**src/hw/rtl/bse_pkg.sv**
```systemverilog
package bse_pkg;

    localparam int FUNC_W     = 3;
    localparam int ELEM_W     = 10;
    localparam int CAP_W      = 11;
    localparam int POP_W      = 11;
    // Word and bit position of an element; sized for the narrowest legal word (8 bits)
    // and the widest (64 bits) over the full element range.
    localparam int WORD_IDX_W = 7;
    localparam int BIT_IDX_W  = 6;
    localparam int BASE_W     = 12;

    localparam logic [CAP_W-1:0] CAP_RESET = 11'd1024;

    typedef enum logic [FUNC_W-1:0] {
        FN_INSERT = 3'd0,
        FN_ERASE  = 3'd1,
        FN_FIND   = 3'd2,
        FN_FIRST  = 3'd3,
        FN_COUNT  = 3'd4,
        FN_EMPTY  = 3'd5
    } func_t;

    typedef struct packed {
        func_t                 func;
        logic                  range_error;
        logic [WORD_IDX_W-1:0] word;
        logic [BIT_IDX_W-1:0]  bit_idx;
    } cmd_t;

    typedef struct packed {
        logic              range_error;
        logic              member;
        logic              first_found;
        logic [ELEM_W-1:0] first_index;
        logic [POP_W-1:0]  population;
        logic              is_empty;
    } rsp_t;

endpackage

```
**src/hw/rtl/bse_if.sv**
```systemverilog
interface bse_req_if;
    logic                      valid;
    logic                      ready;
    logic [bse_pkg::FUNC_W-1:0] func;
    logic [bse_pkg::ELEM_W-1:0] element;

    modport source (output valid, output func, output element, input ready);
    modport sink   (input valid, input func, input element, output ready);
endinterface

interface bse_rsp_if;
    logic                       valid;
    logic                       ready;
    logic                       range_error;
    logic                       member;
    logic                       first_found;
    logic [bse_pkg::ELEM_W-1:0] first_index;
    logic [bse_pkg::POP_W-1:0]  population;
    logic                       is_empty;

    modport source (output valid, output range_error, output member, output first_found,
                    output first_index, output population, output is_empty, input ready);
    modport sink   (input valid, input range_error, input member, input first_found,
                    input first_index, input population, input is_empty, output ready);
endinterface

```
**src/hw/rtl/bse_front.sv**
```systemverilog
module bse_front #(
    parameter int WORD_BITS = 64
) (
    input  logic                      clk,
    input  logic                      rst_n,
    bse_req_if.sink                   req,
    input  logic [bse_pkg::CAP_W-1:0] cap_eff,
    output logic                      push_valid,
    input  logic                      push_ready,
    output bse_pkg::cmd_t             push_cmd
);
    import bse_pkg::*;

    localparam int RECIP_SHIFT = 20;
    localparam int RECIP       = ((1 << RECIP_SHIFT) + WORD_BITS - 1) / WORD_BITS;
    localparam int PROD_W      = 28;

    typedef struct packed {
        func_t                 func;
        logic                  range_error;
        logic [WORD_IDX_W-1:0] word;
        logic [ELEM_W-1:0]     element;
    } hold_t;

    logic        hold_valid_reg, hold_valid_next;
    hold_t       hold_reg, hold_next;
    logic [PROD_W-1:0] prod;
    logic [BASE_W-1:0] word_base;
    func_t       in_func;
    logic        elem_op;

    assign req.ready  = !hold_valid_reg || push_ready;
    assign push_valid = hold_valid_reg;

    // Word number by reciprocal multiply; exact over the element range.
    assign prod    = PROD_W'(req.element) * PROD_W'(RECIP);
    assign in_func = func_t'(req.func);
    assign elem_op = (in_func == FN_INSERT) || (in_func == FN_ERASE)
                  || (in_func == FN_FIND) || (in_func == FN_FIRST);

    assign word_base = BASE_W'(hold_reg.word) * BASE_W'(WORD_BITS);

    always_comb
    begin
        push_cmd.func        = hold_reg.func;
        push_cmd.range_error = hold_reg.range_error;
        push_cmd.word        = hold_reg.word;
        push_cmd.bit_idx     = BIT_IDX_W'(hold_reg.element - word_base[ELEM_W-1:0]);
    end

    always_comb
    begin
        hold_valid_next = hold_valid_reg;
        hold_next       = hold_reg;
        if (req.valid && req.ready)
        begin
            hold_valid_next       = 1'b1;
            hold_next.func        = in_func;
            hold_next.element     = req.element;
            hold_next.word        = prod[RECIP_SHIFT +: WORD_IDX_W];
            hold_next.range_error = elem_op && ({1'b0, req.element} >= cap_eff);
        end
        else if (push_ready)
        begin
            hold_valid_next = 1'b0;
        end
    end

    always_ff @(posedge clk or negedge rst_n)
    begin
        if (!rst_n)
        begin
            hold_valid_reg <= 1'b0;
        end
        else
        begin
            hold_valid_reg <= hold_valid_next;
        end
    end

    always_ff @(posedge clk)
    begin
        hold_reg <= hold_next;
    end

endmodule

```
**src/hw/rtl/bse_queue.sv**
```systemverilog
module bse_queue (
    input  logic          clk,
    input  logic          rst_n,
    input  logic          push_valid,
    output logic          push_ready,
    input  bse_pkg::cmd_t push_cmd,
    output logic          pop_valid,
    input  logic          pop_ready,
    output bse_pkg::cmd_t pop_cmd
);
    import bse_pkg::*;

    cmd_t       entry_reg [2];
    logic       wr_ptr_reg, rd_ptr_reg;
    logic [1:0] count_reg;
    logic       do_push, do_pop;

    assign push_ready = (count_reg != 2'd2);
    assign pop_valid  = (count_reg != 2'd0);
    assign pop_cmd    = entry_reg[rd_ptr_reg];
    assign do_push    = push_valid && push_ready;
    assign do_pop     = pop_valid && pop_ready;

    always_ff @(posedge clk or negedge rst_n)
    begin
        if (!rst_n)
        begin
            wr_ptr_reg <= 1'b0;
            rd_ptr_reg <= 1'b0;
            count_reg  <= 2'd0;
        end
        else
        begin
            if (do_push)
            begin
                wr_ptr_reg <= !wr_ptr_reg;
            end
            if (do_pop)
            begin
                rd_ptr_reg <= !rd_ptr_reg;
            end
            count_reg <= count_reg + 2'(do_push) - 2'(do_pop);
        end
    end

    always_ff @(posedge clk)
    begin
        if (do_push)
        begin
            entry_reg[wr_ptr_reg] <= push_cmd;
        end
    end

endmodule

```
**src/hw/rtl/bse_back.sv**
```systemverilog
module bse_back #(
    parameter int MAX_ELEMENTS = 1024,
    parameter int WORD_BITS    = 64
) (
    input  logic                      clk,
    input  logic                      rst_n,
    input  logic [bse_pkg::CAP_W-1:0] cap_eff,
    input  logic                      pop_valid,
    output logic                      pop_ready,
    input  bse_pkg::cmd_t             pop_cmd,
    bse_rsp_if.source                 rsp
);
    import bse_pkg::*;

    localparam int WORDS_TOTAL = (MAX_ELEMENTS + WORD_BITS - 1) / WORD_BITS;
    localparam int WORDS_ELEM  = ((1 << ELEM_W) + WORD_BITS - 1) / WORD_BITS;
    localparam int MEM_DEPTH   = (WORDS_TOTAL < WORDS_ELEM) ? WORDS_TOTAL : WORDS_ELEM;
    localparam int AW          = (MEM_DEPTH > 1) ? $clog2(MEM_DEPTH) : 1;
    localparam int BI_W        = $clog2(WORD_BITS);
    localparam int CNT_W       = $clog2(WORD_BITS + 1);
    localparam int NCHUNK      = (WORD_BITS + 7) / 8;

    typedef enum logic [1:0] {
        S_IDLE,
        S_LOAD,
        S_SCAN
    } state_t;

    state_t              state_reg, state_next;
    cmd_t                cmd_reg, cmd_next;
    logic [AW-1:0]       cur_reg, cur_next;
    logic [BASE_W-1:0]   base_reg, base_next;
    logic                first_reg, first_next;
    logic [POP_W-1:0]    acc_reg, acc_next;
    logic                out_valid_reg, out_valid_next;
    rsp_t                out_reg, out_next;

    logic [WORD_BITS-1:0] mem [MEM_DEPTH];
    logic [MEM_DEPTH-1:0] word_valid_reg;
    logic [WORD_BITS-1:0] rd_data_reg;
    logic                 rd_hit_reg;
    logic [AW-1:0]        rd_addr;
    logic                 wr_en;
    logic [AW-1:0]        wr_addr;
    logic [WORD_BITS-1:0] wr_data;

    logic [WORD_BITS-1:0] data, cap_mask, start_mask, masked;
    logic [BASE_W-1:0]    cap_ext, room;
    logic                 last;
    logic [BI_W-1:0]      low_pos;
    logic [CNT_W-1:0]     word_pop;
    logic [POP_W-1:0]     acc_sum;
    logic [AW-1:0]        scan_addr;

    function automatic logic [CNT_W-1:0] popcount(input logic [WORD_BITS-1:0] v);
        logic [CNT_W-1:0] total;
        logic [3:0]       chunk;
        total = '0;
        for (int c = 0; c < NCHUNK; c++)
        begin
            chunk = '0;
            for (int j = 0; j < 8; j++)
            begin
                if (c * 8 + j < WORD_BITS)
                begin
                    chunk = chunk + 4'(v[c * 8 + j]);
                end
            end
            total = total + CNT_W'(chunk);
        end
        return total;
    endfunction

    // Word memory with registered read; a word never written reads as zero.
    always_ff @(posedge clk)
    begin
        if (wr_en)
        begin
            mem[wr_addr] <= wr_data;
        end
        rd_data_reg <= mem[rd_addr];
    end

    always_ff @(posedge clk or negedge rst_n)
    begin
        if (!rst_n)
        begin
            word_valid_reg <= '0;
            rd_hit_reg     <= 1'b0;
        end
        else
        begin
            if (wr_en)
            begin
                word_valid_reg[wr_addr] <= 1'b1;
            end
            rd_hit_reg <= word_valid_reg[rd_addr];
        end
    end

    assign data    = rd_hit_reg ? rd_data_reg : '0;
    assign cap_ext = BASE_W'(cap_eff);
    assign room    = (cap_ext > base_reg) ? (cap_ext - base_reg) : '0;
    assign last    = (cur_reg == AW'(MEM_DEPTH - 1))
                  || (base_reg + BASE_W'(WORD_BITS) >= cap_ext);
    assign scan_addr = last ? cur_reg : cur_reg + AW'(1);

    always_comb
    begin
        for (int i = 0; i < WORD_BITS; i++)
        begin
            cap_mask[i]   = (BASE_W'(i) < room);
            start_mask[i] = !first_reg || (BI_W'(i) >= cmd_reg.bit_idx[BI_W-1:0]);
        end
    end

    assign masked = data & cap_mask & start_mask;

    always_comb
    begin
        low_pos = '0;
        for (int i = WORD_BITS - 1; i >= 0; i--)
        begin
            if (masked[i])
            begin
                low_pos = BI_W'(i);
            end
        end
    end

    assign word_pop  = popcount(masked);
    assign acc_sum   = acc_reg + POP_W'(word_pop);
    assign pop_ready = (state_reg == S_IDLE) && !out_valid_reg;

    assign rsp.valid       = out_valid_reg;
    assign rsp.range_error = out_reg.range_error;
    assign rsp.member      = out_reg.member;
    assign rsp.first_found = out_reg.first_found;
    assign rsp.first_index = out_reg.first_index;
    assign rsp.population  = out_reg.population;
    assign rsp.is_empty    = out_reg.is_empty;

    always_comb
    begin
        state_next     = state_reg;
        cmd_next       = cmd_reg;
        cur_next       = cur_reg;
        base_next      = base_reg;
        first_next     = first_reg;
        acc_next       = acc_reg;
        out_valid_next = out_valid_reg;
        out_next       = out_reg;
        rd_addr        = cur_reg;
        wr_en          = 1'b0;
        wr_addr        = cmd_reg.word[AW-1:0];
        wr_data        = data;

        if (out_valid_reg && rsp.ready)
        begin
            out_valid_next = 1'b0;
        end

        unique case (state_reg)
            S_IDLE:
            begin
                rd_addr = ((pop_cmd.func == FN_COUNT) || (pop_cmd.func == FN_EMPTY))
                        ? '0 : pop_cmd.word[AW-1:0];
                if (pop_valid && pop_ready)
                begin
                    cmd_next = pop_cmd;
                    out_next = '0;
                    unique case (pop_cmd.func)
                        FN_INSERT, FN_ERASE, FN_FIND, FN_FIRST:
                        begin
                            if (pop_cmd.range_error)
                            begin
                                out_next.range_error = 1'b1;
                                out_valid_next       = 1'b1;
                            end
                            else if (pop_cmd.func == FN_FIRST)
                            begin
                                cur_next   = pop_cmd.word[AW-1:0];
                                base_next  = BASE_W'(pop_cmd.word) * BASE_W'(WORD_BITS);
                                first_next = 1'b1;
                                state_next = S_SCAN;
                            end
                            else
                            begin
                                state_next = S_LOAD;
                            end
                        end
                        FN_COUNT, FN_EMPTY:
                        begin
                            cur_next   = '0;
                            base_next  = '0;
                            first_next = 1'b0;
                            acc_next   = '0;
                            state_next = S_SCAN;
                        end
                        default:
                        begin
                            out_valid_next = 1'b1;
                        end
                    endcase
                end
            end
            S_LOAD:
            begin
                // Read-modify-write of one word, or a single bit test.
                if (cmd_reg.func == FN_FIND)
                begin
                    out_next.member = data[cmd_reg.bit_idx[BI_W-1:0]];
                end
                else
                begin
                    wr_en = 1'b1;
                    wr_data[cmd_reg.bit_idx[BI_W-1:0]] = (cmd_reg.func == FN_INSERT);
                end
                out_valid_next = 1'b1;
                state_next     = S_IDLE;
            end
            S_SCAN:
            begin
                rd_addr    = scan_addr;
                cur_next   = scan_addr;
                base_next  = base_reg + BASE_W'(WORD_BITS);
                first_next = 1'b0;
                priority if (cmd_reg.func == FN_FIRST)
                begin
                    if (masked != '0)
                    begin
                        out_next.first_found = 1'b1;
                        out_next.first_index = ELEM_W'(base_reg + BASE_W'(low_pos));
                        out_valid_next       = 1'b1;
                        state_next           = S_IDLE;
                    end
                    else if (last)
                    begin
                        out_valid_next = 1'b1;
                        state_next     = S_IDLE;
                    end
                end
                else if (cmd_reg.func == FN_COUNT)
                begin
                    acc_next = acc_sum;
                    if (last)
                    begin
                        out_next.population = acc_sum;
                        out_valid_next      = 1'b1;
                        state_next          = S_IDLE;
                    end
                end
                else
                begin
                    if ((masked != '0) || last)
                    begin
                        out_next.is_empty = (masked == '0);
                        out_valid_next    = 1'b1;
                        state_next        = S_IDLE;
                    end
                end
            end
            default:
            begin
                state_next = S_IDLE;
            end
        endcase
    end

    always_ff @(posedge clk or negedge rst_n)
    begin
        if (!rst_n)
        begin
            state_reg     <= S_IDLE;
            out_valid_reg <= 1'b0;
            cmd_reg       <= '0;
            cur_reg       <= '0;
            base_reg      <= '0;
            first_reg     <= 1'b0;
            acc_reg       <= '0;
            out_reg       <= '0;
        end
        else
        begin
            state_reg     <= state_next;
            out_valid_reg <= out_valid_next;
            cmd_reg       <= cmd_next;
            cur_reg       <= cur_next;
            base_reg      <= base_next;
            first_reg     <= first_next;
            acc_reg       <= acc_next;
            out_reg       <= out_next;
        end
    end

endmodule

```
**src/hw/rtl/bitmap_set_engine.sv**
```systemverilog
// Bitmap set engine: holds a set of element numbers as a bitmap in a word memory,
// empty after reset. Each request transaction carries an operation (insert, erase,
// find, find first, count, empty test) and an element number, and yields exactly one
// response transaction. Elements at or beyond the capacity register (limited to
// MAX_ELEMENTS) get range_error on the four element operations; members above a lowered
// capacity stay stored but hidden. Timing: a front stage decodes the request into word
// and bit position and checks range, then a two-entry queue feeds the execution stage.
// Insert, erase and find pass through the execution stage as a memory read, then a
// write or test. Find first, count and empty test walk the memory one word per cycle,
// visiting at least one word and up to ceil(effective capacity / WORD_BITS) words
// (16 with the defaults); find first starts at the element's word and empty test
// stops at the first member. Requests keep flowing into the queue while a response
// waits, until the queue fills. Write capacity only while idle.
module bitmap_set_engine #(
    parameter int MAX_ELEMENTS = 1024,
    parameter int WORD_BITS    = 64
) (
    input  logic                      clk,
    input  logic                      rst_n,
    bse_req_if.sink                   req,
    bse_rsp_if.source                 rsp,
    input  logic                      cfg_wr_en,
    input  logic [bse_pkg::CAP_W-1:0] cfg_wr_data
);
    import bse_pkg::*;

    // Capacity values above this limit act as the limit.
    localparam int CAP_MAX = (MAX_ELEMENTS > 2047) ? 2047 : MAX_ELEMENTS;

    logic [CAP_W-1:0] capacity_reg;
    logic [CAP_W-1:0] cap_eff;
    logic             push_valid, push_ready;
    cmd_t             push_cmd;
    logic             pop_valid, pop_ready;
    cmd_t             pop_cmd;

    always_ff @(posedge clk or negedge rst_n)
    begin
        if (!rst_n)
        begin
            capacity_reg <= CAP_RESET;
        end
        else if (cfg_wr_en)
        begin
            capacity_reg <= cfg_wr_data;
        end
    end

    assign cap_eff = (capacity_reg > CAP_W'(CAP_MAX)) ? CAP_W'(CAP_MAX) : capacity_reg;

    // Decode and range-check incoming requests.
    bse_front #(
        .WORD_BITS (WORD_BITS)
    ) u_front (
        .clk        (clk),
        .rst_n      (rst_n),
        .req        (req),
        .cap_eff    (cap_eff),
        .push_valid (push_valid),
        .push_ready (push_ready),
        .push_cmd   (push_cmd)
    );

    // Decouple the front from the memory walk.
    bse_queue u_queue (
        .clk        (clk),
        .rst_n      (rst_n),
        .push_valid (push_valid),
        .push_ready (push_ready),
        .push_cmd   (push_cmd),
        .pop_valid  (pop_valid),
        .pop_ready  (pop_ready),
        .pop_cmd    (pop_cmd)
    );

    // Execute against the word memory and hold the response.
    bse_back #(
        .MAX_ELEMENTS (MAX_ELEMENTS),
        .WORD_BITS    (WORD_BITS)
    ) u_back (
        .clk       (clk),
        .rst_n     (rst_n),
        .cap_eff   (cap_eff),
        .pop_valid (pop_valid),
        .pop_ready (pop_ready),
        .pop_cmd   (pop_cmd),
        .rsp       (rsp)
    );

endmodule

```
**src/flat_wrapper.sv**
```systemverilog
// flat-port wrapper written by rule: the top's interface ports become plain ports
module bitmap_set_engine_flat import bse_pkg::*;
#(
    parameter int MAX_ELEMENTS = 1024,
    parameter int WORD_BITS    = 64
)
  (clk, rst_n, cfg_wr_en, cfg_wr_data, req_valid, req_func, req_element, req_ready, rsp_valid, rsp_range_error, rsp_member, rsp_first_found, rsp_first_index, rsp_population, rsp_is_empty, rsp_ready);
  bse_req_if req_i ();
  bse_rsp_if rsp_i ();
  input  logic clk;
  input  logic rst_n;
  input  logic cfg_wr_en;
  input  logic [bse_pkg::CAP_W-1:0] cfg_wr_data;
  input wire logic [$bits(req_i.valid)-1:0] req_valid;
  input wire logic [$bits(req_i.func)-1:0] req_func;
  input wire logic [$bits(req_i.element)-1:0] req_element;
  output wire logic [$bits(req_i.ready)-1:0] req_ready;
  output wire logic [$bits(rsp_i.valid)-1:0] rsp_valid;
  output wire logic [$bits(rsp_i.range_error)-1:0] rsp_range_error;
  output wire logic [$bits(rsp_i.member)-1:0] rsp_member;
  output wire logic [$bits(rsp_i.first_found)-1:0] rsp_first_found;
  output wire logic [$bits(rsp_i.first_index)-1:0] rsp_first_index;
  output wire logic [$bits(rsp_i.population)-1:0] rsp_population;
  output wire logic [$bits(rsp_i.is_empty)-1:0] rsp_is_empty;
  input wire logic [$bits(rsp_i.ready)-1:0] rsp_ready;
  assign req_i.valid = req_valid;
  assign req_i.func = req_func;
  assign req_i.element = req_element;
  assign req_ready = req_i.ready;
  assign rsp_valid = rsp_i.valid;
  assign rsp_range_error = rsp_i.range_error;
  assign rsp_member = rsp_i.member;
  assign rsp_first_found = rsp_i.first_found;
  assign rsp_first_index = rsp_i.first_index;
  assign rsp_population = rsp_i.population;
  assign rsp_is_empty = rsp_i.is_empty;
  assign rsp_i.ready = rsp_ready;
  bitmap_set_engine #(.MAX_ELEMENTS(MAX_ELEMENTS), .WORD_BITS(WORD_BITS)) u_core (.clk(clk), .rst_n(rst_n), .req(req_i), .rsp(rsp_i), .cfg_wr_en(cfg_wr_en), .cfg_wr_data(cfg_wr_data));
endmodule
```
**config.mk**
```make
export PLATFORM = sky130hd
export DESIGN_NAME = bitmap_set_engine_flat
export DESIGN_NICKNAME = d
export VERILOG_FILES = /design/src/hw/rtl/bse_pkg.sv /design/src/hw/rtl/bse_if.sv /design/src/hw/rtl/bse_front.sv /design/src/hw/rtl/bse_queue.sv /design/src/hw/rtl/bse_back.sv /design/src/hw/rtl/bitmap_set_engine.sv /design/src/flat_wrapper.sv
export SDC_FILE = /design/constraint.sdc
export NUM_CORES = 2
export LEC_CHECK = 0
export ABC_CLOCK_PERIOD_IN_PS = 11300
export BUFFER_PORTS_ARGS = -buffer_cell sky130_fd_sc_hd__buf_2
export CAP_MARGIN = 20
export CORE_UTILIZATION = 52
export CTS_CLUSTER_DIAMETER = 150
export DETAILED_ROUTE_END_ITERATION = 10
export PLACE_DENSITY = 0.74
export SLEW_MARGIN = 20
export SYNTH_ARGS = -nofsm -noshare
export SYNTH_HDL_FRONTEND = slang
export SYNTH_SLANG_ARGS = --single-unit
```
**constraint.sdc**
```tcl
create_clock -name clk -period 11.3 [get_ports clk]
set_clock_uncertainty 0.15 [all_clocks]
set_input_delay 1.13 -clock clk [delete_from_list [all_inputs] [get_ports clk]]
set_output_delay 1.13 -clock clk [all_outputs]
set_load 0.05 [all_outputs]
```
After elaboration in Yosys (flattened, before gate mapping)
Memories as Yosys holds them, arrays and structs flattened. A register that Yosys moved wholly into a read port is not among the register bits.
Index checks and enable logic that the tools add are counted.

cells by class
  order comparisons = 137
  multiplexer cells = 142
  reductions and logical operators = 104
  equality and inequality tests = 29
  add/subtract/negate cells = 71
  bitwise gates (word level) = 3

operators by type and width
  operator                                                                             count
  6-bit by 12-bit less-than comparator with 1-bit output (first input constant)        32
  6-bit two-way mux                                                                    64
  6-bit greater-or-equal comparator (first input constant)                             32
  5-bit by 12-bit less-than comparator with 1-bit output (first input constant)        16
  64-bit two-way mux                                                                   3
  4-bit by 1-bit adder with 4-bit output                                               32
  64-bit AND                                                                           2
  11-bit two-way mux                                                                   9
  5-bit by 6-bit greater-or-equal comparator with 1-bit output (first input constant)  16
  4-bit by 12-bit less-than comparator with 1-bit output (first input constant)        8
  1-bit logical OR                                                                     71
  64-bit bitwise mux                                                                   1
  64-bit logical NOT                                                                   1
  64-bit nonzero test                                                                  1
  12-bit two-way mux                                                                   5
  4-bit by 6-bit greater-or-equal comparator with 1-bit output (first input constant)  8
  3-bit by 12-bit less-than comparator with 1-bit output (first input constant)        4
  12-bit one-hot mux with 2 select lines                                               2
  23-bit one-hot mux with 2 select lines                                               1
  3-bit by 1-bit adder with 4-bit output                                               8
  7-bit by 4-bit adder with 7-bit output                                               4
  1-bit two-way mux                                                                    28
  2-bit by 1-bit adder with 3-bit output                                               8
  3-bit by 6-bit greater-or-equal comparator with 1-bit output (first input constant)  4
  59 further kinds                                                                     126

word-level totals
  logic and storage cells = 514
  bits of input ports = 29
  bits in writable memories = 1,052
  bits in registers = 116
  memories kept = 2

memory list
  name                      words  bits a word  rd ports  clocked after Yosys merged registers in  write ports  RTL line         source
  u_core.u_back.mem         16     64           1         1                                        1            bse_back.sv:38   logic [WORD_BITS-1:0] mem [MEM_DEPTH];
  u_core.u_queue.entry_reg  2      14           1         0                                        1            bse_queue.sv:13  cmd_t entry_reg [2];

Logic depth before layout (Yosys ltp)
  word-level depth = 75
  gate-level depth with buffers = 43
  depth with buffers taken out = 39

Cells and area by module
A second synthesis with hierarchy kept.

unflattened totals
  cell total of the unflattened synthesis = 4,101
  area, all modules = 55,833.5 sq um

modules (own cells, without submodules)
  module             cells an instance  instances  area each (sq um)
  bse_back           3,938              1          53,143.5
  bse_queue          70                 1          1,433.9
  bse_front          58                 1          735.7
  bitmap_set_engine  35                 1          520.5

Worst setup path after synthesis
Ideal clock, no wire load.

  path kind = reg2reg
  start = reg u_core.capacity_reg[10]
  end = reg u_core.u_back.acc_reg[10]
  setup time = 0.125 ns
  data arrival time = 10.106 ns
  path slack = 0.920 ns
  cell stages (with the launch flop) = 40
  path through = dfstp_2 > clkbuf_1 > clkinv_1 > nand2_1 > inv_1 > ha_1 > buf_2 > a21oi_1 > o21ai_0 > o211ai_2 > a21bo_2 > buf_4 > clkbuf_1 > clkbuf_1 > clkbuf_1 > a211o_1 > inv_1 > fa_1 > [... 4 more ...] > fa_1 > fa_1 > fa_1 > fa_1 > fa_1 > fa_1 > nor2b_1 > o21ai_0 > nand2b_1 > a21o_1 > a21o_1 > a21o_1 > a21o_1 > a21oi_1 > nor2b_1 > xnor2_1 > nor2_1 > mux2_2

between the ends
  longest elaborated chain between the ends = 25

RTL lines
  item                                                                                                                                     RTL line                 source
  from (decl)                                                                                                                              bitmap_set_engine.sv:30  logic [CAP_W-1:0] capacity_reg;
  from (signal assigned)                                                                                                                   bitmap_set_engine.sv:45  capacity_reg <= cfg_wr_data;
  11-bit > comparator                                                                                                                      bitmap_set_engine.sv:49  assign cap_eff = (capacity_reg > CAP_W'(CAP_MAX)) ? CAP_W'(CAP_MAX) : capacity_reg;
  11-bit two-way mux *                                                                                                                     bitmap_set_engine.sv:49
  11-bit by 12-bit subtractor with 12-bit output / 11-bit by 12-bit > comparator with 1-bit output (equally long branches)                 bse_back.sv:103          assign room = (cap_ext > base_reg) ? (cap_ext - base_reg) : '0;
  12-bit two-way mux *                                                                                                                     bse_back.sv:103
  1-bit by 12-bit less-than comparator with 1-bit output / 4-bit by 12-bit less-than comparator with 1-bit output (equally long branches)  bse_back.sv:112          cap_mask[i] = (BASE_W'(i) < room);
  64-bit AND * (2 in series)                                                                                                               bse_back.sv:117          assign masked = data & cap_mask & start_mask;
  1-bit by 1-bit adder with 2-bit output                                                                                                   bse_back.sv:66           chunk = chunk + 4'(v[c * 8 + j]);
  2-bit by 1-bit adder with 3-bit output                                                                                                   bse_back.sv:66
  [... 6 more ...]                                                                                                                         n/a
  5-bit by 4-bit adder with 6-bit output                                                                                                   bse_back.sv:69           total = total + CNT_W'(chunk);
  6-bit by 4-bit adder with 7-bit output                                                                                                   bse_back.sv:69
  7-bit by 4-bit adder with 7-bit output (3 in series)                                                                                     bse_back.sv:69
  7-bit by 4-bit adder with 7-bit output *                                                                                                 bse_back.sv:69
  11-bit by 7-bit adder with 11-bit output *                                                                                               bse_back.sv:132          assign acc_sum = acc_reg + POP_W'(word_pop);
  11-bit two-way mux *                                                                                                                     bse_back.sv:243          else if (cmd_reg.func == FN_COUNT)
  11-bit two-way mux *                                                                                                                     bse_back.sv:228          priority if (cmd_reg.func == FN_FIRST)
  11-bit one-hot mux with 2 select lines *                                                                                                 bse_back.sv:163          unique case (state_reg)
  to (signal assigned)                                                                                                                     bse_back.sv:291          acc_reg <= acc_next;
  to (decl)                                                                                                                                bse_back.sv:34           logic [POP_W-1:0] acc_reg, acc_next;

Mark *: on every way between the ends. The rest lies on a longest branch, timed or not. The select of a mux whose other input is x is not followed.
A chain may end at the register's enable or synchronous reset.

Final worst setup path
Same ends and word-level chain as after synthesis.

==> results <==
- The switching power summed over all nets is 8701 uW.
- The number of placed instances, taps included, is 5771.
- The CTS tree is yes.
- Setup repair after global routing left no endpoint under its margin.
- The number of standard cells in the final layout excluding fillers is 5997.
- The share of total power dissipated in the clock network is 0.205.
- The part of the cycle the worst path needs is 0.9393.
- For this run, the total global-route usage over all layers was measured as 0.2973.
- The static power due to leakage is 0.02293 uW.
- The maximum resistive drop on vdd is 0.5220 mV.
- The via total after detailed routing is 37770.
- The kind of launch point of the worst setup path is a flip-flop.
- Buffers inserted during clock tree synthesis total 118.
- For the final routed database, the setup TNS stands at 0 ns.
- 56 I/O pins were placed.
- The standard cell with the maximum stage delay on the critical path is sky130_fd_sc_hd__a221oi_4.
- For this design, the sink count on the clock tree is 1226.
- The total count of hold-check failures in the final report is 0.
- Dividing the detail-routed via count by the number of cells gives 6.297.
- The antenna diode instance count is 0.
- The half-perimeter wire length of the detailed placement result is 95210 um.
- The initial antenna violation count is 0.
- The first TritonRoute pass finished after 7 iterations.
- In the synthesized netlist the async set-or-reset flop fraction comes to 0.07830.
- In this run the power density over the cells is 324.6 nW/um^2.
- The die covers 106800 sq um.
- Setup violations remaining at the end of the flow were counted as 0.
- The worst flop-to-flop path startpoint is u_core.capacity_reg[10].
- The count of warnings emitted by yosys is 0.
- The switching portion of total power is 0.4375.
- The number of enable flip-flop cells after synthesis is 1066.
- The critical path start-end classification is reg2reg.
- The core footprint is 104100 sq um.
- The global-route wire length before repair is 236300 um.
- STA puts the critical path data arrival time at 11.07 ns.
- The share of the Yosys chip area taken by registers is 0.6508.
- For the worst setup path, the data required time is 11.76 ns.
- Dividing the detail-routed wire length by the instance count gives 26.74 um.
- Measured along the y axis, the die boundary spans 326.8 um.
- The count of final max-slew check failures is 0.
- The synthesized design contains 1226 register bits.
- The last weighted congestion value of the routability-driven placer is 1.028.
- Across all hold checks on the routed design, the worst slack comes to 0.2272 ns.
- The clock transition at the registers of the reported paths is 0.06 ns.
- In the final layout, the share of cells above drive strength 1 is 0.1174.
- The first routing iteration left 4695 violations.
- The floorplan step set the die width to 326.8 um.
- The number of input and output port buffers inserted is 55.
- The worst setup path is captured at a flip-flop.
- The latest clock arrival within the worst-skew pair is 0.73 ns.
- The layout overhead on the synthesized area is 11.67%.
- The post-detailed-routing wire length is 160300 um.
- In the final design database the tool counted 4652 nets.
- The share of total power dissipated in combinational logic is 0.488.
- The cell seen most often among critical-path stages is sky130_fd_sc_hd__fa_1.
- CTS placed an instance of sky130_fd_sc_hd__clkbuf_16 at the clock tree root.
- The remaining number of nets flagged by the antenna check after routing is 0.
- The maximum number of pins on one net before global-route repair is 166.
- The effective utilization at floorplan is 0.5270.
- After technology mapping, the gate count stands at 4480.
- Across the run, the number of max-cap violations was 0.
- The count of H-tree levels built during CTS is 3.
- Row generation in the floorplan step produced 118 rows.
- The largest incremental delay on the critical path is 0.75 ns.
- The part of the power in registers is 0.306.
- The total standard cell area after synthesis is 54850 sq um.
- The number of buffers on the longest clock path is 3.
- The critical-path maximum fanout is 11.
- The internal portion of the total power is 11190 uW.
- The number of buffers inserted by post-CTS setup repair is 0.
- The mean instance size in the synthesized netlist is 12.24 sq um.
- Tracing the worst setup path back leads to its startpoint at u_core.capacity_reg[10].
- Global routing finished with a remaining overflow of 0.
- The number of distinct library cell variants in the gate-level netlist after synthesis is 97.
- The smallest clock period supported by the final layout is computed as 10.61 ns.
- In this run the tightest slew margin relative to its limit is 0.2382.
- The run finished with clean final reports.
- The class of the most critical hold timing path is in2async.
- The register with the most flip-flops in the layout has 1024 of them.
- The post-detailed-route DRC marker count is 0.
- The transition time of the tightest slew-check pin is 1.136 ns.
- The number of global-route vias before repair is 36320.
- Based on the critical path, the design can be clocked at up to 94.22 MHz.
- For this run, the leading register cell type out of synthesis is sky130_fd_sc_hd__edfxtp_1.
-- placed cells by master, fill, tap and decap left out, drive strengths merged, types with 14 or more instances in the layout --
cell type / count
nand2: 1079
edfxtp: 1066
nand3: 444
mux2i: 213
buf: 198
clkbuf: 161
o21ai: 150
nor2: 112
dfrtp: 95
inv: 84
a21oi: 74
a32oi: 69
o221ai: 68
dfxtp: 64
fa: 56
ha: 55
o211ai: 50
o31ai: 47
clkinv: 44
mux2: 36
nor3: 34
nand2b: 33
nor2b: 25
or2: 25
and2: 22
mux4: 21
a21o: 20
and3: 19
xnor2: 18
o2111ai: 16
o21a: 15
a31oi: 14
nand4: 14
a211oi: 14
-- final timing paths --
kind | end | slack [ns] | depth (start not counted)
min in group clk | u_core.u_queue.entry_reg[0][9] | 0.29 | 0
max reg2reg | u_core.u_back.acc_reg[10] | 0.69 | 34
max in group asynchronous | u_core.u_back.rd_hit_reg | 9.55 | 2
max | u_core.u_back.acc_reg[10] | 0.69 | 34
min | u_core.u_back.rsp.range_error | 0.23 | 1
min reg2reg | u_core.u_queue.entry_reg[0][9] | 0.29 | 0
-- cell families after synthesis --
family | count (synthesis) | synth area share
buf+inv | 368 | 0.02705
xor+xnor | 24 | 0.003832
other cells | 2 | 0.0001369
fa+ha+maj | 111 | 0.03298
flops | 1226 | 0.6508
mux | 270 | 0.05488
compound gates | 627 | 0.08235
simple gates | 1852 | 0.1480
-- critical path, delay by kind of cell, from the launching register on --
family	cells	cell delay (ns)
AOI/OAI and AO/OA	9	1.91
xor gates and xnor gates	1	0.16
adders and majority gates	11	5.50
buffers and inverters	3	0.31
DFF	1	0.53
muxes	1	0.27
and+or+nand+nor	9	1.69
-- area by class of cell --
cell class	instances	area, sq um
flip-flops and latches	1226	35700
fillers	8058	42830
multi-input cells	2887	18060
clock inverters	64	724.4
clock buffers	161	3327
inverters	81	304.0
repair buffers	198	1414
well taps	1380	1727
-- stage by stage --
step	power (uW)	setup WS (ns)	util	cell area (sq um)
after floorplan	12600	0.9197	-	54860
after global placement	15500	0.6957	0.5486	57110
after detailed placement	15670	0.5776	0.5488	57120
after CTS	19790	0.5392	0.5877	61180
after global routing	20990	0.1744	0.5885	61260
final	19890	0.6860	0.5885	61260
-- synth_stat cells, drive strengths merged (5+ instances only) --
cell | instances | area share
nand2b | 33 | 0.0038
clkbuf | 189 | 0.013
mux4 | 21 | 0.0086
dfrtp | 95 | 0.043
xor2 | 6 | 0.00096
and3 | 19 | 0.0022
mux2i | 213 | 0.039
nor2 | 112 | 0.0077
a21oi | 74 | 0.0069
o22ai | 6 | 0.00068
nor2b | 25 | 0.0029
buf | 98 | 0.0086
o221ai | 68 | 0.011
a211o | 9 | 0.0014
xnor2 | 18 | 0.0029
edfxtp | 1066 | 0.58
dfxtp | 64 | 0.023
a221o | 5 | 0.00091
o311ai | 10 | 0.0016
nor3 | 34 | 0.0033
a31oi | 14 | 0.0016
o211ai | 50 | 0.0069
ha | 55 | 0.013
and2 | 22 | 0.0025
mux2 | 36 | 0.0074
a32oi | 69 | 0.011
o21a | 15 | 0.0021
or2 | 25 | 0.0029
nand4 | 14 | 0.0017
o21ai | 150 | 0.014
o31ai | 47 | 0.0064
a22oi | 7 | 0.0010
nand2 | 1079 | 0.074
a211oi | 14 | 0.0021
a21o | 20 | 0.0027
nand3 | 444 | 0.041
nor4 | 7 | 0.00091
nand3b | 7 | 0.00096
inv | 79 | 0.0054
or3 | 13 | 0.0015
o41ai | 8 | 0.0013
fa | 56 | 0.020
o2111ai | 16 | 0.0029
-- power by group through the flow --
stage | sequential, uW | combinational (uW) | clock [uW]
4_1_cts | 6060 | 9610 | 4120
3_3_place_gp | 6140 | 9360 | 0
2_1_floorplan | 5950 | 6660 | 0
3_5_place_dp | 6150 | 9520 | 0
5_1_grt | 6100 | 10600 | 4300
6_report | 6090 | 9710 | 4080
-- repair_timing --
action                     4_1_cts  5_1_grt
hold buffers                     0        0
setup endpoints to repair        0        2
resized for setup                0        1
hold endpoints to repair         0        0
-- routing by layer --
layer  track usage  vias up  wire [um]
li1              -    16560          -
met2        0.4676     2132      75020
met3       0.05301      364      15680
met1        0.4109    18710      63490
met4        0.1206        0       6138
met5             0        -          0
No activity file was read; power rests on OpenSTA's default activity.
